[config.mk]
export PLATFORM = sky130hd
export DESIGN_NAME = sorted_symbol_table
export DESIGN_NICKNAME = d
export VERILOG_FILES = /design/src/rtl/sst_pkg.sv /design/src/rtl/sst_ram.sv /design/src/rtl/sst_ctrl.sv /design/src/rtl/sst_outreg.sv /design/src/rtl/sorted_symbol_table.sv
export SDC_FILE = /design/constraint.sdc
export NUM_CORES = 2
export LEC_CHECK = 0
export BUFFER_PORTS_ARGS = -buffer_cell sky130_fd_sc_hd__buf_4
export CAP_MARGIN = 10
export CELL_PAD_IN_SITES_DETAIL_PLACEMENT = 2
export CELL_PAD_IN_SITES_GLOBAL_PLACEMENT = 2
export CORE_MARGIN = 8
export CORE_UTILIZATION = 50
export CTS_CLUSTER_SIZE = 8
export DETAILED_ROUTE_END_ITERATION = 12
export MAX_ROUTING_LAYER = met4
export PLACE_DENSITY = 0.86
export SLEW_MARGIN = 10
export SYNTH_ARGS = -nofsm -noshare
export SYNTH_HDL_FRONTEND = slang
export SYNTH_HIERARCHICAL = 1
export SYNTH_SLANG_ARGS = --single-unit
[constraint.sdc]
create_clock -name clock -period 9.9 [get_ports clock]
set_input_delay 1.485 -clock clock [delete_from_list [all_inputs] [get_ports clock]]
set_output_delay 1.485 -clock clock [all_outputs]
set_load 0.02 [all_outputs]
[src/rtl/sst_pkg.sv]
`timescale 1ns / 1ps

package sst_pkg;

   localparam int TABLE_DEPTH = 64;
   localparam int KEY_CHARS   = 6;

   localparam int KEY_W   = KEY_CHARS * 8;
   localparam int LOC_W   = 16;
   localparam int ENTRY_W = KEY_W + LOC_W;
   localparam int ADDR_W  = $clog2(TABLE_DEPTH);
   localparam int CNT_W   = $clog2(TABLE_DEPTH + 1);

   // stream widths: key and location in tdata, rounded up to whole bytes
   localparam int REQ_DATA_W = ((KEY_W + LOC_W + 7) / 8) * 8;
   localparam int RSP_DATA_W = ((KEY_W + LOC_W + 7) / 8) * 8;
   localparam int MODE_W     = 2;
   localparam int STATUS_W   = 3;

   typedef enum logic [MODE_W-1:0] {
      MODE_INSERT = 2'd0,
      MODE_FIND   = 2'd1,
      MODE_CLEAR  = 2'd2,
      MODE_LIST   = 2'd3
   } mode_type;

   typedef enum logic [STATUS_W-1:0] {
      STAT_INSERTED  = 3'd0,
      STAT_DUPLICATE = 3'd1,
      STAT_FOUND     = 3'd2,
      STAT_NOT_FOUND = 3'd3,
      STAT_FULL      = 3'd4,
      STAT_LISTED    = 3'd5,
      STAT_EMPTY     = 3'd6
   } status_type;

   typedef enum logic [3:0] {
      S_IDLE,
      S_SEARCH,
      S_SEARCH_CMP,
      S_PROBE,
      S_DECIDE,
      S_SHIFT,
      S_SHIFT_WR,
      S_RESP,
      S_LIST_OUT
   } state_type;

   // one result offered by the sequencer to the output register
   typedef struct packed {
      logic              valid;
      status_type        status;
      logic [KEY_W-1:0]  key;
      logic [LOC_W-1:0]  loc;
      logic              last;
   } sst_res_type;

endpackage

[src/rtl/sst_ram.sv]
`timescale 1ns / 1ps

module sst_ram #(
   parameter int WIDTH = 8,
   parameter int DEPTH = 16
) (
   input  logic                     clock,
   input  logic                     we,
   input  logic [$clog2(DEPTH)-1:0] waddr,
   input  logic [WIDTH-1:0]         wdata,
   input  logic                     re,
   input  logic [$clog2(DEPTH)-1:0] raddr,
   output logic [WIDTH-1:0]         rdata
);

   logic [WIDTH-1:0] mem_ff [DEPTH];
   logic [WIDTH-1:0] rdata_ff;

   always_ff @(posedge clock) begin
      if (we) begin
         mem_ff[waddr] <= wdata;
      end
      // hold read data while no read is issued
      if (re) begin
         rdata_ff <= mem_ff[raddr];
      end
   end

   assign rdata = rdata_ff;

endmodule

[src/rtl/sst_ctrl.sv]
`timescale 1ns / 1ps

module sst_ctrl import sst_pkg::*; (
   input  logic               clock,
   input  logic               reset,
   input  logic               req_valid,
   output logic               req_ready,
   input  mode_type           req_mode,
   input  logic [KEY_W-1:0]   req_key,
   input  logic [LOC_W-1:0]   req_loc,
   output logic               ram_we,
   output logic [ADDR_W-1:0]  ram_waddr,
   output logic [ENTRY_W-1:0] ram_wdata,
   output logic               ram_re,
   output logic [ADDR_W-1:0]  ram_raddr,
   input  logic [ENTRY_W-1:0] ram_rdata,
   output sst_res_type        res,
   input  logic               res_ready
);

   state_type          state_ff, state_in;
   mode_type           mode_ff, mode_in;
   logic [KEY_W-1:0]   key_ff, key_in;
   logic [LOC_W-1:0]   loc_ff, loc_in;
   logic [CNT_W-1:0]   count_ff, count_in;
   logic [CNT_W-1:0]   lo_ff, lo_in;
   logic [CNT_W-1:0]   hi_ff, hi_in;
   logic [CNT_W-1:0]   idx_ff, idx_in;
   logic               match_ff, match_in;
   logic [LOC_W-1:0]   hit_loc_ff, hit_loc_in;
   status_type         res_status_ff, res_status_in;

   logic [CNT_W:0]     mid_sum;
   logic [CNT_W-1:0]   mid;
   logic [CNT_W-1:0]   idx_inc;
   logic [CNT_W-1:0]   idx_dec;
   logic [KEY_W-1:0]   rd_key;
   logic [LOC_W-1:0]   rd_loc;
   logic               list_last;

   assign mid_sum   = {1'b0, lo_ff} + {1'b0, hi_ff};
   assign mid       = mid_sum[CNT_W:1];
   assign idx_inc   = idx_ff + CNT_W'(1);
   assign idx_dec   = idx_ff - CNT_W'(1);
   assign rd_key    = ram_rdata[ENTRY_W-1:LOC_W];
   assign rd_loc    = ram_rdata[LOC_W-1:0];
   assign list_last = (idx_inc == count_ff);

   always_ff @(posedge clock) begin
      if (reset) begin
         state_ff <= S_IDLE;
         count_ff <= '0;
      end else begin
         state_ff <= state_in;
         count_ff <= count_in;
      end
   end

   always_ff @(posedge clock) begin
      mode_ff       <= mode_in;
      key_ff        <= key_in;
      loc_ff        <= loc_in;
      lo_ff         <= lo_in;
      hi_ff         <= hi_in;
      idx_ff        <= idx_in;
      match_ff      <= match_in;
      hit_loc_ff    <= hit_loc_in;
      res_status_ff <= res_status_in;
   end

   always_comb begin
      state_in      = state_ff;
      mode_in       = mode_ff;
      key_in        = key_ff;
      loc_in        = loc_ff;
      count_in      = count_ff;
      lo_in         = lo_ff;
      hi_in         = hi_ff;
      idx_in        = idx_ff;
      match_in      = match_ff;
      hit_loc_in    = hit_loc_ff;
      res_status_in = res_status_ff;
      req_ready     = 1'b0;
      ram_we        = 1'b0;
      ram_waddr     = '0;
      ram_wdata     = '0;
      ram_re        = 1'b0;
      ram_raddr     = '0;
      res           = '0;

      case (state_ff)
         S_IDLE: begin
            req_ready = 1'b1;
            if (req_valid) begin
               mode_in = req_mode;
               key_in  = req_key;
               loc_in  = req_loc;
               lo_in   = '0;
               hi_in   = count_ff;
               idx_in  = '0;
               case (req_mode)
                  MODE_CLEAR: begin
                     count_in      = '0;
                     res_status_in = STAT_EMPTY;
                     state_in      = S_RESP;
                  end
                  MODE_LIST: begin
                     if (count_ff == '0) begin
                        res_status_in = STAT_EMPTY;
                        state_in      = S_RESP;
                     end else begin
                        ram_re   = 1'b1;
                        state_in = S_LIST_OUT;
                     end
                  end
                  default: begin
                     state_in = S_SEARCH;
                  end
               endcase
            end
         end

         S_SEARCH: begin
            if (lo_ff < hi_ff) begin
               ram_re    = 1'b1;
               ram_raddr = mid[ADDR_W-1:0];
               state_in  = S_SEARCH_CMP;
            end else if (lo_ff < count_ff) begin
               ram_re    = 1'b1;
               ram_raddr = lo_ff[ADDR_W-1:0];
               state_in  = S_PROBE;
            end else begin
               match_in = 1'b0;
               state_in = S_DECIDE;
            end
         end

         S_SEARCH_CMP: begin
            if (rd_key < key_ff) begin
               lo_in = mid + CNT_W'(1);
            end else begin
               hi_in = mid;
            end
            state_in = S_SEARCH;
         end

         S_PROBE: begin
            match_in   = (rd_key == key_ff);
            hit_loc_in = rd_loc;
            state_in   = S_DECIDE;
         end

         S_DECIDE: begin
            if (mode_ff == MODE_FIND) begin
               res_status_in = match_ff ? STAT_FOUND : STAT_NOT_FOUND;
               state_in      = S_RESP;
            end else if (match_ff) begin
               res_status_in = STAT_DUPLICATE;
               state_in      = S_RESP;
            end else if (count_ff == CNT_W'(TABLE_DEPTH)) begin
               res_status_in = STAT_FULL;
               state_in      = S_RESP;
            end else begin
               idx_in   = count_ff;
               state_in = S_SHIFT;
            end
         end

         S_SHIFT: begin
            if (idx_ff > lo_ff) begin
               ram_re    = 1'b1;
               ram_raddr = idx_dec[ADDR_W-1:0];
               state_in  = S_SHIFT_WR;
            end else begin
               ram_we        = 1'b1;
               ram_waddr     = lo_ff[ADDR_W-1:0];
               ram_wdata     = {key_ff, loc_ff};
               count_in      = count_ff + CNT_W'(1);
               res_status_in = STAT_INSERTED;
               state_in      = S_RESP;
            end
         end

         S_SHIFT_WR: begin
            ram_we    = 1'b1;
            ram_waddr = idx_ff[ADDR_W-1:0];
            ram_wdata = ram_rdata;
            idx_in    = idx_dec;
            state_in  = S_SHIFT;
         end

         S_RESP: begin
            res.valid  = 1'b1;
            res.status = res_status_ff;
            res.loc    = (res_status_ff == STAT_FOUND) ? hit_loc_ff : '0;
            res.last   = 1'b1;
            if (res_ready) begin
               state_in = S_IDLE;
            end
         end

         S_LIST_OUT: begin
            res.valid  = 1'b1;
            res.status = STAT_LISTED;
            res.key    = rd_key;
            res.loc    = rd_loc;
            res.last   = list_last;
            if (res_ready) begin
               if (list_last) begin
                  state_in = S_IDLE;
               end else begin
                  idx_in    = idx_inc;
                  ram_re    = 1'b1;
                  ram_raddr = idx_inc[ADDR_W-1:0];
               end
            end
         end

         default: begin
            state_in = S_IDLE;
         end
      endcase
   end

endmodule

[src/rtl/sst_outreg.sv]
`timescale 1ns / 1ps

module sst_outreg import sst_pkg::*; (
   input  logic                  clock,
   input  logic                  reset,
   input  sst_res_type           res,
   output logic                  res_ready,
   output logic                  rsp_tvalid,
   input  logic                  rsp_tready,
   output logic [RSP_DATA_W-1:0] rsp_tdata,
   output logic [STATUS_W-1:0]   rsp_tuser,
   output logic                  rsp_tlast
);

   logic                  valid_ff;
   logic [RSP_DATA_W-1:0] data_ff;
   logic [STATUS_W-1:0]   user_ff;
   logic                  last_ff;

   assign res_ready = !valid_ff || rsp_tready;

   always_ff @(posedge clock) begin
      if (reset) begin
         valid_ff <= 1'b0;
      end else if (res_ready) begin
         valid_ff <= res.valid;
      end
   end

   always_ff @(posedge clock) begin
      if (res_ready && res.valid) begin
         data_ff <= RSP_DATA_W'({res.loc, res.key});
         user_ff <= res.status;
         last_ff <= res.last;
      end
   end

   assign rsp_tvalid = valid_ff;
   assign rsp_tdata  = data_ff;
   assign rsp_tuser  = user_ff;
   assign rsp_tlast  = last_ff;

endmodule

[src/rtl/sorted_symbol_table.sv]
`timescale 1ns / 1ps
// Sequence: clear goes straight to its response; find runs s search steps (s up to ceil(log2(n+1)),
//   n entries), then probes the lower bound unless past the last key; insert finds, then moves
//   entries up one at a time; list gives one entry a cycle while the response is not stalled.
// Throughput: one request at a time; the next is taken once the sequencer has handed its
//   response on, so a request costs its search steps and entry moves.
// Reset: synchronous, active high; empties the table and drops any pending response.

module sorted_symbol_table import sst_pkg::*; (
   input  logic                  clock,
   input  logic                  reset,
   // request channel
   input  logic                  req_tvalid,
   output logic                  req_tready,
   input  logic [REQ_DATA_W-1:0] req_tdata,  // [47:0] key, [63:48] location
   input  logic [MODE_W-1:0]     req_tuser,  // [1:0] mode
   // response channel
   output logic                  rsp_tvalid,
   input  logic                  rsp_tready,
   output logic [RSP_DATA_W-1:0] rsp_tdata,  // [47:0] key_out, [63:48] location_out
   output logic [STATUS_W-1:0]   rsp_tuser,  // [2:0] status
   output logic                  rsp_tlast   // last
);

   // table memory: each word holds {key, location}, kept sorted by key
   logic               ram_we;
   logic [ADDR_W-1:0]  ram_waddr;
   logic [ENTRY_W-1:0] ram_wdata;
   logic               ram_re;
   logic [ADDR_W-1:0]  ram_raddr;
   logic [ENTRY_W-1:0] ram_rdata;

   sst_res_type        res;
   logic               res_ready;

   sst_ram #(
      .WIDTH (ENTRY_W),
      .DEPTH (TABLE_DEPTH)
   ) u_ram (
      .clock (clock),
      .we    (ram_we),
      .waddr (ram_waddr),
      .wdata (ram_wdata),
      .re    (ram_re),
      .raddr (ram_raddr),
      .rdata (ram_rdata)
   );

   // Sequencer: binary search for the lower bound, probe that entry, then
   // move entries up one at a time (read, then write back one slot higher)
   // before writing the new entry. Reads and writes never hit the same
   // entry in the same cycle, so no forwarding is needed.
   sst_ctrl u_ctrl (
      .clock     (clock),
      .reset     (reset),
      .req_valid (req_tvalid),
      .req_ready (req_tready),
      .req_mode  (mode_type'(req_tuser)),
      .req_key   (req_tdata[KEY_W-1:0]),
      .req_loc   (req_tdata[KEY_W+LOC_W-1:KEY_W]),
      .ram_we    (ram_we),
      .ram_waddr (ram_waddr),
      .ram_wdata (ram_wdata),
      .ram_re    (ram_re),
      .ram_raddr (ram_raddr),
      .ram_rdata (ram_rdata),
      .res       (res),
      .res_ready (res_ready)
   );

   // Output register: hold a finished response while the sequencer
   // already takes the next request.
   sst_outreg u_out (
      .clock      (clock),
      .reset      (reset),
      .res        (res),
      .res_ready  (res_ready),
      .rsp_tvalid (rsp_tvalid),
      .rsp_tready (rsp_tready),
      .rsp_tdata  (rsp_tdata),
      .rsp_tuser  (rsp_tuser),
      .rsp_tlast  (rsp_tlast)
   );

endmodule

==> impl_metrics.yaml, run 1 <==
yosys:
  ys_seq_area_share_pct: 78.1
  ys_top_cells_by_count: "edfxtp_1, mux4_2, clkbuf_1"
  synth-async-reset-ratio_pct: 0
  synth.most_common_cell: "edfxtp_1"
  synth_enable_flop_cells: 4335
  synth_seq_cells: 4347
  synth_top_area_share_pct: 77.9
  syn_nets: 7603
  synth_area_per_cell_um2: 22.4
  synth_cells: 7453
  syn_area_mm2: 0.167
  synth.distinct_cells: 75
  synth.largest_area_cell: "edfxtp_1"
  synthFlopType: "edfxtp_1"
  ys_warn_count: 6
  ys_top_cells_by_area: "edfxtp_1, mux4_2, a22o_1"
floorplan:
  start_util_pct: 50.2
  die_w_um: 594
  die-height_um: 594
  num_io_pins: 140
  rows: 212
placed_design:
  place_congestion: 0.845
  port_buffers: 139
  hpwl_mm: 570
run_status:
  outcome: "did not finish"
  firstError: "[ERROR DPL-0033] detailed placement checks failed during check placement."
  haltStage: "detailed placement (3_5_place_dp)"
-- through the flow --
stage / hold slack, ns / setup slack, ns / area (µm²)
3_3_place_gp: 0.526 / 3.36 / 175000
2_1_floorplan: 0.451 / 2.23 / 167000
-- cells by family after synthesis --
| logic type | Yosys count | share of synthesized area [%] |
|---|---|---|
| AO/OA/AOI/OAI | 715 | 3.28 |
| XOR/XNOR | 30 | 0.166 |
| adder cells (fa/ha/maj) | 80 | 0.604 |
| buffers and inverters | 518 | 1.40 |
| flip-flops | 4347 | 78.1 |
| multiplexers | 1162 | 14.6 |
| AND/OR/NAND/NOR | 601 | 1.87 |
==> run 2: changes to the inputs <==
--- a/config.mk
+++ b/config.mk
@@ -7,14 +7,10 @@
 export LEC_CHECK = 0
 export BUFFER_PORTS_ARGS = -buffer_cell sky130_fd_sc_hd__buf_4
 export CAP_MARGIN = 10
-export CELL_PAD_IN_SITES_DETAIL_PLACEMENT = 2
-export CELL_PAD_IN_SITES_GLOBAL_PLACEMENT = 2
 export CORE_MARGIN = 8
-export CORE_UTILIZATION = 50
-export CTS_CLUSTER_SIZE = 8
+export CORE_UTILIZATION = 35
 export DETAILED_ROUTE_END_ITERATION = 12
-export MAX_ROUTING_LAYER = met4
-export PLACE_DENSITY = 0.86
+export PLACE_DENSITY_LB_ADDON = 0.15
 export SLEW_MARGIN = 10
 export SYNTH_ARGS = -nofsm -noshare
 export SYNTH_HDL_FRONTEND = slang
==> run 2 against run 1 <==
  * The run now ends clean
  * Area after synthesis stayed put
  * Synthesized cell count stayed put
==> impl_metrics.yaml, run 2 <==
placed_design:
  port_buffers: 139
  hpwl_mm: 283
  place_congestion: 0.831
worst_setup_path:
  reg2reg_depth: 12
  cp.arrival_ns: 7.38
  timing.rr.end: "u_ram/rdata[35]$_DFFE_PP_"
  critPathLaunchType: "flop"
  worstSetupEndpoint: "u_ram/rdata[35]$_DFFE_PP_"
  endpoint_kind: "flop"
  crit_type: "flop to flop"
  worstPathMaxFanout: 83
  startpoint: "u_ctrl/state_ff[2]$_SDFFE_PP0P_"
  reg2reg_slack_ns: 3.24
  crit_required_ns: 10.62
  r2r_start: "u_ctrl/state_ff[2]$_SDFFE_PP0P_"
global_routing:
  track_usage_pct: 20.9
  grt_max_degree: 110
  antenna_found_initial: 54
  grt_pass1_wl_mm: 728
  grt_pass1_vias: 84200
  globalRouteOverflowTotal: 0
yosys:
  synthFlopType: "edfxtp_1"
  synth_enable_flop_cells: 4335
  syn_nets: 7603
  synth_top_area_share_pct: 77.9
  ys_top_cells_by_area: "edfxtp_1, mux4_2, a22o_1"
  synth_area_per_cell_um2: 22.4
  syn_area_mm2: 0.167
  synth.distinct_cells: 75
  synth_seq_cells: 4347
  synth.most_common_cell: "edfxtp_1"
  ys_top_cells_by_count: "edfxtp_1, mux4_2, clkbuf_1"
  ys_seq_area_share_pct: 78.1
  ys_warn_count: 6
  synth_cells: 7453
  synth-async-reset-ratio_pct: 0
  synth.largest_area_cell: "edfxtp_1"
sta:
  clock.fmax_ghz: 0.150
  rsz0062_at_grt: "no"
  hold_viol: 0
  finClkSkew_ns: 0.0892
  whs_ns: 0.532
  finalSetupViolations: 0
  finalCritPeriodShare_pct: 67.2
  finalSetupTns_ns: 0
  slew_headroom_pct: 9.52
  drv_slew: 0
  tightest_slew_ns: 1.35
  min_period_ns: 6.66
pwr:
  power.density_mw_per_mm2: 293
  p_leak_nw: 58.1
  peakVddDrop_mv: 0.349
cts:
  numCtsBuffers: 450
  cts-root-buf: "clkbuf_16"
  postCtsSetupRepairBufs: 0
  cts_tree: "built"
  cts_buffer_depth: 4
  cts.sinks: 4347
  clk_latency_ns: 1.02
  clkTransAtPathRegs_ns: 0.06
  htree_num_levels: 5
  cts_resized: 0
  ctsHoldBuffers: 0
drt:
  drc: 0
  vias_per_cell: 5.72
  first_iter_violations: 11100
  vias: 83800
  firstDrtPassIters: 7
  avgRoutedWirePerCell_um: 36.6
  ant_nets: 0
  wirelength_mm: 536
cells_and_area:
  syn_to_final_growth_pct: 14.8
  final_nets: 8040
  drive_above_1_share_pct: 26.8
  largest_reg_flops: 4096
  largest-register: "u_ram/mem_ff"
  final_common_cell: "edfxtp_1"
  final_cell_mix: "edfxtp_1, mux4_2, clkbuf_16, buf_4, a22oi_1"
floorplan:
  core_mm2: 0.475
  start_util_pct: 35.2
  dieArea_mm2: 0.500
  die-height_um: 707
  num_io_pins: 140
  die_w_um: 707
  rows: 253
run:
  cap_violations: 0
min_path:
  min-delay-start: "u_ram/rdata[12]$_DFFE_PP_"
  hp-class: "flop to flop"
run_status:
  outcome: "completed"
run 2: cell counts after synthesis:
No cell type changed its count.
run 2: stage by stage:
stage               setup slack [ns]  instances  total power [mW]  utilization, %  cell area, µm²
floorplan                       2.23       7453              33.7               -          167000
global placement                3.51      13800              40.2            37.3          177000
detailed placement              3.44      13800              40.3            37.3          177000
CTS                             3.46      14600              56.7            40.3          192000
global route                    3.04      14600              58.2            40.4          192000
finish                          3.24      14700              56.2            40.4          192000
run 2: critical path, cell delays in order, from the launching register on:
cell and delay [ns]:
dfxtp_1 0.53, nor4b_2 0.35, buf_4 0.86, nand2_1 0.14, a31oi_1 0.61, a222oi_1 0.29
o21ai_2 0.23, buf_4 0.40, nor2b_4 1.13, buf_12 0.58, a22oi_1 0.19, and3_1 0.21
a211oi_1 0.63
run 2: logic make-up after synthesis:
group | after synthesis | synth area share (%)
mux | 1162 | 14.6
xor+xnor | 30 | 0.166
simple gates | 601 | 1.87
flops | 4347 | 78.1
compound gates | 715 | 3.28
fa+ha+maj | 80 | 0.604
buf+inv | 518 | 1.40
run 2: how the worst min path moves through the flow:
stage	depth (start not counted)	slack, ns	to
after global routing	1	0.55	u_out/rsp_tdata[57]$_DFFE_PP_
after CTS	1	0.52	u_ctrl/loc_ff[13]$_DFFE_PP_
after detailed placement	0	0.51	u_ctrl/hit_loc_ff[12]$_DFFE_PP_
after global placement	0	0.50	u_ctrl/hit_loc_ff[12]$_DFFE_PP_
after floorplan	0	0.45	u_ctrl/hit_loc_ff[0]$_DFFE_PP_
final	0	0.53	u_ctrl/hit_loc_ff[12]$_DFFE_PP_
run 2: cell type report:
type / count / area, µm²
inverters: 106 / 398
clock buffers: 555 / 11800
flip-flops and latches: 4347 / 130000
repair buffers: 397 / 3590
well taps: 6375 / 7980
clock inverters: 269 / 2370
fillers: 41700 / 283000
diodes: 13 / 32.5
multi-input cells: 2588 / 35200
run 2: per-layer routing:
| layer | up-vias | part of all wire [%] | global-route usage (%) |
|---|---|---|---|
| met4 | 8 | 2.6 | 4.81 |
| met5 | - | 0.011 | 0 |
| met3 | 725 | 7.9 | 3.76 |
| li1 | 32700 | - | - |
| met2 | 3619 | 47 | 33.6 |
| met1 | 46700 | 42 | 29.8 |
run 2: power breakdown:
part / internal (mW) / switching (mW) / total, mW / leakage [nW]
sequential: 21.4 / 0.585 / 22.0 / 39.3
combinational: 7.11 / 10.6 / 17.8 / 11.9
clock: 9.29 / 7.18 / 16.5 / 6.89
No activity file was read; power rests on OpenSTA's default activity.
